`src/design/osm_pkg.sv`:
```
// Types and constants shared by the ordered multiset modules.
package osm_pkg;

	localparam int CAPACITY = 64;
	localparam int VALUE_W  = 32;
	localparam int RANK_W   = 7;
	localparam int KIND_W   = 2;
	localparam int STATUS_W = 2;

	typedef enum logic [KIND_W-1:0] {
		KIND_INSERT = 2'd0,
		KIND_SELECT = 2'd1,
		KIND_REMOVE = 2'd2
	} kind_t;

	typedef enum logic [STATUS_W-1:0] {
		STATUS_OK    = 2'd0,
		STATUS_RANGE = 2'd1,
		STATUS_FULL  = 2'd2
	} status_t;

	typedef struct packed {
		logic [KIND_W-1:0]         kind;
		logic signed [VALUE_W-1:0] value;
		logic [RANK_W-1:0]         rank;
	} req_t;

	typedef struct packed {
		logic signed [VALUE_W-1:0] found_value;
		logic [STATUS_W-1:0]       status;
		logic [RANK_W-1:0]         entry_count;
	} rsp_t;

	typedef struct packed {
		logic                      insert_en;
		logic                      remove_en;
		logic signed [VALUE_W-1:0] value;
	} cell_ctrl_t;

endpackage

```
`src/design/osm_cell.sv`:
```
// One slot of the sorted list: holds a value and shifts it left or right.
module osm_cell #(
	parameter int IDX  = 0,
	parameter int CMPW = osm_pkg::RANK_W
) (
	input  logic                               clk,
	input  osm_pkg::cell_ctrl_t                ctrl,
	input  logic [CMPW-1:0]                    idx,
	input  logic [CMPW-1:0]                    count,
	input  logic signed [osm_pkg::VALUE_W-1:0] left_value,
	input  logic                               left_take,
	input  logic signed [osm_pkg::VALUE_W-1:0] right_value,
	output logic signed [osm_pkg::VALUE_W-1:0] value,
	output logic                               take,
	output logic [osm_pkg::VALUE_W-1:0]        hit
);

	localparam logic [CMPW-1:0] POS = CMPW'(IDX);

	logic signed [osm_pkg::VALUE_W-1:0] value_q;

	// A slot takes part in an insert when it is the first free slot or holds a larger value.
	assign take  = (POS < count) ? (value_q > ctrl.value) : (POS == count);
	assign value = value_q;
	assign hit   = (idx == POS) ? value_q : '0;

	always_ff @(posedge clk) begin
		if (ctrl.insert_en && take) begin
			value_q <= left_take ? left_value : ctrl.value;
		end else if (ctrl.remove_en && (POS >= idx)) begin
			value_q <= right_value;
		end
	end

endmodule

```
`config.mk`:
```
export PLATFORM = sky130hd
export DESIGN_NAME = osm_cell
export DESIGN_NICKNAME = d
export VERILOG_FILES = /design/src/design/osm_pkg.sv /design/src/design/osm_cell.sv
export SDC_FILE = /design/constraint.sdc
export NUM_CORES = 1
export LEC_CHECK = 0
export ABC_AREA = 1
export BUFFER_PORTS_ARGS = -buffer_cell sky130_fd_sc_hd__buf_4
export CAP_MARGIN = 20
export CORE_MARGIN = 3
export CORE_UTILIZATION = 40
export CTS_BUF_LIST = sky130_fd_sc_hd__clkbuf_4 sky130_fd_sc_hd__clkbuf_8
export DETAILED_ROUTE_END_ITERATION = 7
export GPL_TIMING_DRIVEN = 0
export HOLD_SLACK_MARGIN = 0.06
export PLACE_DENSITY = 0.76
export RECOVER_POWER = 25
export SYNTH_ARGS = -nofsm -noshare
export SYNTH_HDL_FRONTEND = slang
export SYNTH_SLANG_ARGS = --single-unit
```
`constraint.sdc`:
```
create_clock -name clk -period 4.75 [get_ports clk]
set_clock_uncertainty 0.15 [all_clocks]
set_input_delay 0.95 -clock clk [delete_from_list [all_inputs] [get_ports clk]]
set_output_delay 0.95 -clock clk [all_outputs]
set_load 0.02 [all_outputs]
```
==> results.yml, run 1 <==
placement:
  dp_hpwl_um: 7820
  dpl_cell_area_sq_um: 4440
  place_congestion: 0.808
  io_buffer_count: 176
power_and_ir_drop:
  pwr-share-comb_pct: 43.2
  power_frac_seq_pct: 37.1
  p_int_w: 0.000680
  leakage_nw: 2.44
  power_density_nw_per_um2: 247
  p_switching_w: 0.000408
  p_clk_share_pct: 19.6
  ir_drop_uv: 123
  power_switching_share_pct: 37.5
clock_network:
  cts_tree: "built"
  postCtsSetupBuffers: 0
  cts_root_buf: "clkbuf_8"
  clk_latency_ns: 0.28
  cts.clk_slew.worst_paths_ns: 0.07
  cts.sinks: 32
  cts_buffers: 5
  cts-resized-gates: 0
  cts_hold_buf: 0
  clockBufferDepth: 2
  h-tree-depth: 2
cells_and_area:
  seqCellArea_sq_um: 961
  final_layout_size_suffix_gt1_share_pct: 28.5
  antenna_cells: 0
  fill_cells: 688
  syn2layout_area_growth_pct: 49.0
  final_cell_area_sq_um: 4410
  largest_reg_flops: 32
  nets: 762
  multi_input_area_sq_um: 1610
sta:
  tightest_slew_ns: 0.536
  period_needed_ns: 3.87
  max_slew_margin_pct: 64.2
  grt_setup_unrepaired: "false"
  finalSetupViolCount: 0
  finalCritPeriodShare_pct: 81.4
  final-hold-violation-count: 0
  fin_tns_setup_ns: 0
  final-max-slew-violation-count: 0
  fmax_mhz: 259
drt:
  ant_nets: 0
  drcViolationCount: 0
  via_per_inst: 4.77
  vias: 3402
  drt_iter0_drc: 126
  wl_per_cell_um: 13.4
  totalWireLength_um: 9580
  drtPass1Iterations: 4
grt:
  grt-ovfl-total: 0
  first_global_vias: 3421
  grt_usage_pct: 22.2
  grt_first_pass_wirelength_um: 15400
  antenna_found_initial: 0
  grt_max_degree: 21
die:
  die_w_um: 92.0
  die_area_sq_um: 8470
  pin_count: 179
  core-area_sq_um: 6980
  die_height_um: 92.0
  rows: 30
  initial_core_util_pct: 42.4
critical_path:
  crit_type: "in2out"
  worstPathRequired_ns: 3.65
  r2r_end: "value[20]"
  path_buf_inv: 4
  cpPeakStageDelay_ns: 0.32
  cp.arrival_ns: 2.77
  critPathLaunchType: "input pin"
  rr_worst_depth: 16
  crit_path_frequent_cell: "nand2_1"
  r2r_start: "value[31]"
  crit_family: "simple AND/OR/NAND/NOR gates"
  cp_slowest_cell: "ha_1"
  ff2ff_setup_slack_ns: 1.69
  crit_fanout: 10
  end_kind: "primary output"
  crit_chain: "buf_4, inv_1, ha_1, nand2_1, nor2_2, nand2_1, nor3b_2, nand2_1, nand2_1, nand2_1, nand2_1, nand2_2, nand2_4, buf_4, buf_4"
yosys:
  synth_area_leaders: "edfxtp_1 32%, nand2_1 16%, ha_1 14%, inv_1 9.3%, nand3_1 6.3%"
  ys_seq_area_share_pct: 32.5
  yosysWarnings: 0
  synth_top_area_share_pct: 32.5
  synthFlopType: "edfxtp_1"
  ys_seq_elements: 32
  synth_area_leader_cell: "edfxtp_1"
  synth-edff-count: 32
  yosys-top-cells-count: "126 x nand2_1, 73 x inv_1, 41 x nor2_1"
  netlist_instances: 431
  synth_area_sq_um: 2960
  synth_fp_nets: 577
  synth.avg_cell_area_sq_um: 6.87
  yosysMostFrequentCell: "nand2_1"
  synth_cell_types: 22
  async_flop_share_pct: 0
outcome:
  outcome: "completed"
min_path:
  whs_path_depth: 3
  min_to: "value[0]"
  min_from: "right_value[0]"
  min_path_type: "in2reg"
flow_run:
  maxCapViolations: 0
==> worst register-to-register path, cell delays in order, from the launching register on <==
cell and delay, ns:
edfxtp_1 0.43, ha_1 0.36, nand2_1 0.10, nor2_2 0.12
nand2_1 0.09, nor3b_2 0.24, nand2_1 0.10, nand2_1 0.06
nand2_1 0.04, nand2_1 0.08, nand2_2 0.07, nand2_4 0.11
nand2_4 0.10, buf_6 0.16, nand2_1 0.16, buf_16 0.20
buf_8 0.17
==> through the flow <==
stage / utilization [%] / setup WS, ns / total power [W] / hold slack (ns) / instances
floorplan: - / 1.18 / 0.000693 / 0.973 / 431
global placement: 63.0 / 0.444 / 0.000885 / 0.985 / 703
detailed placement: 63.6 / 0.850 / 0.000911 / 1.00 / 705
CTS: 64.9 / 0.860 / 0.00112 / 0.772 / 713
global route: 63.2 / 0.653 / 0.00117 / 0.783 / 713
finish: 63.2 / 0.884 / 0.00109 / 0.780 / 713
==> area by class of cell <==
cell class	instances	area share (%)
Multi-Input combinational cell	306	36.6
Timing Repair Buffer	178	28.2
Sequential cell	32	21.8
Inverter	73	6.21
Tap cell	96	2.72
Buffer	20	2.50
Clock buffer	7	1.90
Clock inverter	1	0.0851
==> layout by cell type (no fill, tap or decap), drive strengths merged <==
| cell type | count |
|---|---|
| buf | 153 |
| nand2 | 139 |
| inv | 73 |
| clkbuf | 52 |
| nor2 | 42 |
| nand3 | 37 |
| o21ai | 33 |
| ha | 32 |
| edfxtp | 32 |
| a21oi | 13 |
| nand4 | 2 |
| nor4 | 2 |
| nor3 | 2 |
| a21o | 1 |
| nor3b | 1 |
| o21a | 1 |
| mux2 | 1 |
| clkinv | 1 |
==> cells by family after synthesis <==
logic type	share of synthesized area [%]
buffers and inverters	13.0
AOI/OAI and AO/OA	8.29
DFF	32.5
adders and majority gates	13.5
muxes	0.381
and+or+nand+nor	32.3
==> layer usage <==
metal	wire length, um	global-route usage [%]	share of wire, %	vias to the layer above
met5	0	0	0	-
met4	232	8.17	2.4	0
li1	-	-	-	1735
met3	539	3.36	5.6	21
met1	3740	25.0	39	1528
met2	5070	42.0	53	118
==> power groups by stage <==
stage                     logic (W)  clock network, W  registers (W)
after floorplan            0.000243                 0       0.000450
after global placement     0.000474                 0       0.000411
after detailed placement   0.000501                 0       0.000411
after CTS                  0.000502          0.000217       0.000405
after global routing       0.000531          0.000229       0.000409
final                      0.000470          0.000214       0.000404
==> worst max path at each step <==
stage / slack (ns) / cells past startpoint / endpoint / startpoint
6_report: 0.88 / 15 / take / ctrl[31]
4_1_cts: 0.86 / 15 / take / ctrl[31]
5_1_grt: 0.65 / 15 / take / ctrl[31]
2_1_floorplan: 1.18 / 15 / value[0] / ctrl[31]
3_3_place_gp: 0.44 / 16 / value[15] / ctrl[31]
3_5_place_dp: 0.85 / 15 / take / ctrl[31]
Power figures use the tool's default switching activity.
==> run 2: changes to the inputs <==
Settings changed: ABC_AREA 1 to 0, PLACE_DENSITY 0.76 to 0.79.
Clock period 4.75 ns to 3.3 ns, I/O delays scaled along.
==> run 2 against run 1 <==
Critical endpoint unchanged. Global-route usage decreased by 0.097 points. Critical path type unchanged. Sequential power rose by 51%. Count of clock-buffer cells in the layout shrank 1. The run now ends with negative setup slack left.
==> results.yml, run 2 <==
clock_network:
  cts_buffers: 5
  cts.sinks: 32
  clockBufferDepth: 2
  h-tree-depth: 2
  cts_tree: "built"
  clk_latency_ns: 0.28
  cts.clk_slew.worst_paths_ns: 0.07
  cts_root_buf: "clkbuf_8"
  cts_hold_buf: 0
critical_path:
  cpPeakStageDelay_ns: 0.60
  cp_slowest_cell: "or4_4"
  worstPathRequired_ns: 2.49
  critPathLaunchType: "input pin"
  crit_chain: "buf_4, inv_2, ha_4, nand4_1, or4_4, a21oi_2, nor3_2, o32a_2, a21bo_2, buf_6"
  crit_fanout: 4
  cp.arrival_ns: 2.52
  rr_worst_depth: 8
  end_kind: "primary output"
  crit_type: "in2out"
cells_and_area:
  final_cell_area_sq_um: 4650
  largest_reg_flops: 32
  layout_commonest_cell: "buf_4"
  fill_cells: 593
  final_cell_mix: "162 x buf_4, 41 x nand2_1, 36 x o21ai_0, 35 x clkbuf_1"
  seqCellArea_sq_um: 961
  antenna_cells: 0
  nets: 650
  multi_input_area_sq_um: 1910
  final_layout_size_suffix_gt1_share_pct: 47.4
  syn2layout_area_growth_pct: 60.6
sta:
  fmax_mhz: 300
  finalSetupViolCount: 1
  period_needed_ns: 3.33
  max_slew_margin_pct: 64.9
  final-max-slew-violation-count: 0
  tightest_slew_ns: 0.527
  fin_tns_setup_ns: -0.0348
  finalCritPeriodShare_pct: 101
  grt_setup_unrepaired: "true"
  final-hold-violation-count: 0
  finalWorstSetupSlack_ns: -0.0348
grt:
  first_global_vias: 3067
  antenna_found_initial: 0
  grt_first_pass_wirelength_um: 14700
  grt_usage_pct: 22.1
  grt_max_degree: 17
  grt-ovfl-total: 0
drt:
  drt_iter0_drc: 110
  ant_nets: 0
  via_per_inst: 5.07
  drtPass1Iterations: 4
  vias: 3039
  wl_per_cell_um: 15.9
  drcViolationCount: 0
  totalWireLength_um: 9560
flow_run:
  maxCapViolations: 0
placement:
  io_buffer_count: 177
  dp_hpwl_um: 7410
  place_congestion: 0.887
  dpl_cell_area_sq_um: 4370
outcome:
  violations: "negative setup slack"
  outcome: "finished with violations"
die:
  rows: 30
  initial_core_util_pct: 41.9
  die_height_um: 91.1
  pin_count: 179
  core-area_sq_um: 6910
  die_area_sq_um: 8290
  die_w_um: 91.1
yosys:
  synth_cell_types: 28
  synth-edff-count: 32
  ys_seq_elements: 32
  synth.avg_cell_area_sq_um: 9.61
  synthFlopType: "edfxtp_1"
  synth_top_area_share_pct: 33.2
  async_flop_share_pct: 0
  synth_fp_nets: 447
  synth_area_leaders: "edfxtp_1 33%, mux2_4 15%, ha_1 14%, and2_1 6.9%, o21ai_0 6.2%"
  synth_area_leader_cell: "edfxtp_1"
  netlist_instances: 301
  synth_area_sq_um: 2890
  ys_seq_area_share_pct: 33.2
  yosys-top-cells-count: "41 x nand2_1, 36 x o21ai_0, 35 x inv_1"
  yosysWarnings: 0
  yosysMostFrequentCell: "nand2_1"
power_and_ir_drop:
  ir_drop_uv: 184
  power_density_nw_per_um2: 368
  leakage_nw: 2.25
min_path:
  whs_path_depth: 2
  min_path_type: "in2reg"
## run 2: cell count changes after synthesis, moves of 6 or more
cell and change:
mux2_4 +29, nand2_1 -85, nand4_1 +6, and2_1 +32, nor2_1 -41, inv_1 -38
nand3_1 -34, nand2_2 -11
## run 2: layout make-up
type,instances,area share [%]
Multi-Input combinational cell,222,41.1
Timing Repair Buffer,195,29.4
Sequential cell,32,20.7
Inverter,35,2.88
Tap cell,96,2.58
Clock buffer,6,1.64
Buffer,13,1.62
Clock inverter,1,0.108
## run 2: worst paths after layout
| check | startpoint | end | slack, ns |
|---|---|---|---|
| max | ctrl[27] | take | -0.03 |
| min | right_value[29] | value[29] | 0.52 |
| max reg2reg | value[26] | value[15] | 0.09 |
| min reg2reg | value[31] | value[31] | 1.09 |
## run 2: power by group
part	total, W	internal [W]	switching (W)
combinational	0.000804	0.000405	0.000398
sequential	0.000609	0.000550	0.0000590
clock	0.000299	0.000152	0.000148
## run 2: logic make-up after synthesis
| group | Yosys count | synth area share, % |
|---|---|---|
| and+or+nand+nor | 94 | 16.7 |
| AOI/OAI and AO/OA | 62 | 12.7 |
| buffers and inverters | 48 | 7.00 |
| muxes | 33 | 16.6 |
| adders and majority gates | 32 | 13.8 |
| DFF | 32 | 33.2 |
## run 2: metrics by stage
stage / setup WS, ns / hold WS, ns / total power, W / cells / utilization [%]
final: -0.0348 / 0.523 / 0.00171 / 600 / 67.3
after floorplan: 0.0302 / 0.728 / 0.00107 / 301 / -
after CTS: -0.135 / 0.515 / 0.00173 / 587 / 66.7
after global routing: -0.119 / 0.512 / 0.00182 / 600 / 67.3
after global placement: -0.433 / 0.811 / 0.00136 / 574 / 63.3
after detailed placement: -0.450 / 0.814 / 0.00138 / 574 / 63.3
## run 2: timing repair
item | in CTS | in global routing
pin swaps | 6 | 12
cloned | 1 | 0
setup endpoints to repair | 65 | 72
gates resized for setup | 20 | 8
buffers inserted | 5 | 13
## run 2: metal layers
layer,vias to the layer above,global-route usage (%),wire length (um),part of all wire (%)
li1,1476,-,-,-
met1,1424,24.9,3730,39
met2,129,41.9,4990,52
met3,10,4.72,712,7.5
met4,0,5.65,129,1.3
met5,-,0,0,0
## run 2: worst max-delay path: cells and delay by family
family	cells	cell delay [ns]
buffers and inverters	3	0.25
adder cells (fa/ha/maj)	1	0.25
AO/OA/AOI/OAI	3	0.54
AND/OR/NAND/NOR	3	0.81
==> run 3: changes to the inputs <==
--- a/config.mk
+++ b/config.mk
@@ -7,5 +7,5 @@
 export LEC_CHECK = 0
 export ABC_AREA = 0
-export BUFFER_PORTS_ARGS = -buffer_cell sky130_fd_sc_hd__buf_4
+export BUFFER_PORTS_ARGS = -buffer_cell sky130_fd_sc_hd__buf_2
 export CAP_MARGIN = 20
 export CORE_MARGIN = 3
==> constraint.sdc (replaced) <==
create_clock -name clk -period 3.3 [get_ports clk]
set_clock_uncertainty 0.15 [all_clocks]
set_input_delay 0.165 -clock clk [delete_from_list [all_inputs] [get_ports clk]]
set_output_delay 0.165 -clock clk [all_outputs]
set_load 0.02 [all_outputs]
==> run 3 against run 2 <==
The flow now finishes without violations. Register-to-register slack got worse by 0.03 ns. Combinational power rose by 0.5%. Wire length rose by 8.9%. Power rose by 0.52%. Die area unchanged. Sequential power fell by 1%. Global-route usage up 0.35 points.
==> results.yml, run 3 (synthesized netlist as in run 2, its figures left out) <==
outcome:
  outcome: "completed"
placement:
  dp_hpwl_um: 7310
  io_buffer_count: 177
  place_congestion: 0.831
  dpl_cell_area_sq_um: 3910
sta:
  fmax_mhz: 309
  whs_ns: 0.139
  max_slew_margin_pct: 37.6
  period_needed_ns: 3.24
  final-max-slew-violation-count: 0
  final-hold-violation-count: 0
  tightest_slew_ns: 0.928
  grt_setup_unrepaired: "false"
  finalCritPeriodShare_pct: 98.2
  finalSetupViolCount: 0
clock_network:
  clockBufferDepth: 2
  cts.clk_slew.worst_paths_ns: 0.07
  h-tree-depth: 2
  cts_buffers: 5
  cts.sinks: 32
  cts_tree: "built"
  clk_latency_ns: 0.28
  cts_root_buf: "clkbuf_8"
grt:
  grt_usage_pct: 22.5
  grt-ovfl-total: 0
  antenna_found_initial: 0
  grt_first_pass_wirelength_um: 15100
  first_global_vias: 3206
  grt_max_degree: 17
power_and_ir_drop:
  leakage_nw: 2.25
  p_switching_w: 0.000622
  ir_drop_uv: 166
  power_frac_seq_pct: 34.9
  p_clk_share_pct: 18.1
  p_int_w: 0.00110
  pwr-share-comb_pct: 47.0
  power_density_nw_per_um2: 381
  power_switching_share_pct: 36.1
cells_and_area:
  syn2layout_area_growth_pct: 55.9
  final_cell_area_sq_um: 4510
  antenna_cells: 0
  final_cell_mix: "146 x buf_2, 42 x clkbuf_1, 41 x nand2_1, 35 x inv_1, 35 x o21ai_0"
  final_layout_size_suffix_gt1_share_pct: 40.4
  layout_commonest_cell: "buf_2"
  nets: 680
  largest_reg_flops: 32
  fill_cells: 604
critical_path:
  ff2ff_setup_slack_ns: 0.06
  cpPeakStageDelay_ns: 0.59
  crit_family: "compound AO/OA/AOI/OAI gates"
  cp.depth: 8
  cp.arrival_ns: 3.13
  crit_fanout: 7
  cp_slowest_cell: "or4_4"
  crit_chain: "ha_4, nand4_1, or4_4, o311a_4, a32oi_4, o311ai_4, buf_6, mux2_4"
  path_buf_inv: 1
  worstPathRequired_ns: 3.19
  crit_type: "reg2reg"
  end_kind: "flop"
  critPathLaunchType: "flop"
  rr_worst_depth: 8
drt:
  totalWireLength_um: 10400
  drcViolationCount: 0
  drtPass1Iterations: 4
  drt_iter0_drc: 153
  via_per_inst: 5.12
  wl_per_cell_um: 16.5
  ant_nets: 0
  vias: 3228
min_path:
  whs_path_depth: 4
  min_path_type: "in2reg"
die:
  core-area_sq_um: 6910
  die_w_um: 91.1
  rows: 30
  pin_count: 179
  die_height_um: 91.1
  initial_core_util_pct: 41.9
  die_area_sq_um: 8290
flow_run:
  maxCapViolations: 0
run 3: final cells by class:
class | count | area, sq um | area share, %
tap | 96 | 120 | 2.66
inverter | 35 | 131 | 2.91
clock inverter | 1 | 3.75 | 0.0832
buffer | 13 | 71.3 | 1.58
timing repair buffer | 223 | 1280 | 28.4
sequential | 32 | 961 | 21.3
clock buffer | 7 | 83.8 | 1.86
multi-input combinational | 224 | 1860 | 41.2
run 3: metrics by stage:
stage | setup slack, ns | util, % | cells | TNS, ns | total power (W)
after floorplan | 0.0295 | - | 301 | 0 | 0.00106
after global placement | -0.144 | 56.6 | 574 | -5.69 | 0.00127
after detailed placement | -0.217 | 56.6 | 575 | -10.03 | 0.00130
after CTS | 0.0205 | 63.4 | 619 | 0 | 0.00166
after global routing | 0.0112 | 65.3 | 631 | 0 | 0.00181
final | 0.0602 | 65.3 | 631 | 0 | 0.00172
run 3: power by group through the flow:
stage / clock network, W / registers, W / logic, W
global route: 0.000337 / 0.000609 / 0.000867
CTS: 0.000318 / 0.000600 / 0.000747
floorplan: 0 / 0.000675 / 0.000387
finish: 0.000311 / 0.000601 / 0.000808
global placement: 0 / 0.000603 / 0.000666
detailed placement: 0 / 0.000608 / 0.000688
run 3: path summary, 6_finish.rpt:
path | start | end
setup / recovery | value[29] | value[27]
hold / removal | left_value[7] | value[7]
setup reg to reg | value[29] | value[27]
hold reg to reg | value[31] | value[13]
run 3: what timing repair did:
item / CTS / global route
setup endpoints to repair: 61 / 64
hold buffers: 32 / 0
pin swaps: 0 / 9
gates resized for setup: 4 / 16
hold endpoints to repair: 32 / 0
cloned: 1 / 5
setup buffers: 3 / 7
run 3: routing by layer:
| layer | share of wire (%) | GRT usage [%] | up-vias |
|---|---|---|---|
| li1 | - | - | 1540 |
| met1 | 38 | 25.5 | 1509 |
| met2 | 53 | 42.7 | 160 |
| met3 | 7.1 | 3.98 | 19 |
| met4 | 1.7 | 6.28 | 0 |
| met5 | 0 | 0 | - |
run 3: worst reg2reg max path, cell delays in order (launching register included):
cell and delay [ns]:
edfxtp_1 0.45, ha_4 0.30, nand4_1 0.13, or4_4 0.59, o311a_4 0.34, a32oi_4 0.25
o311ai_4 0.25, buf_6 0.23, mux2_4 0.30
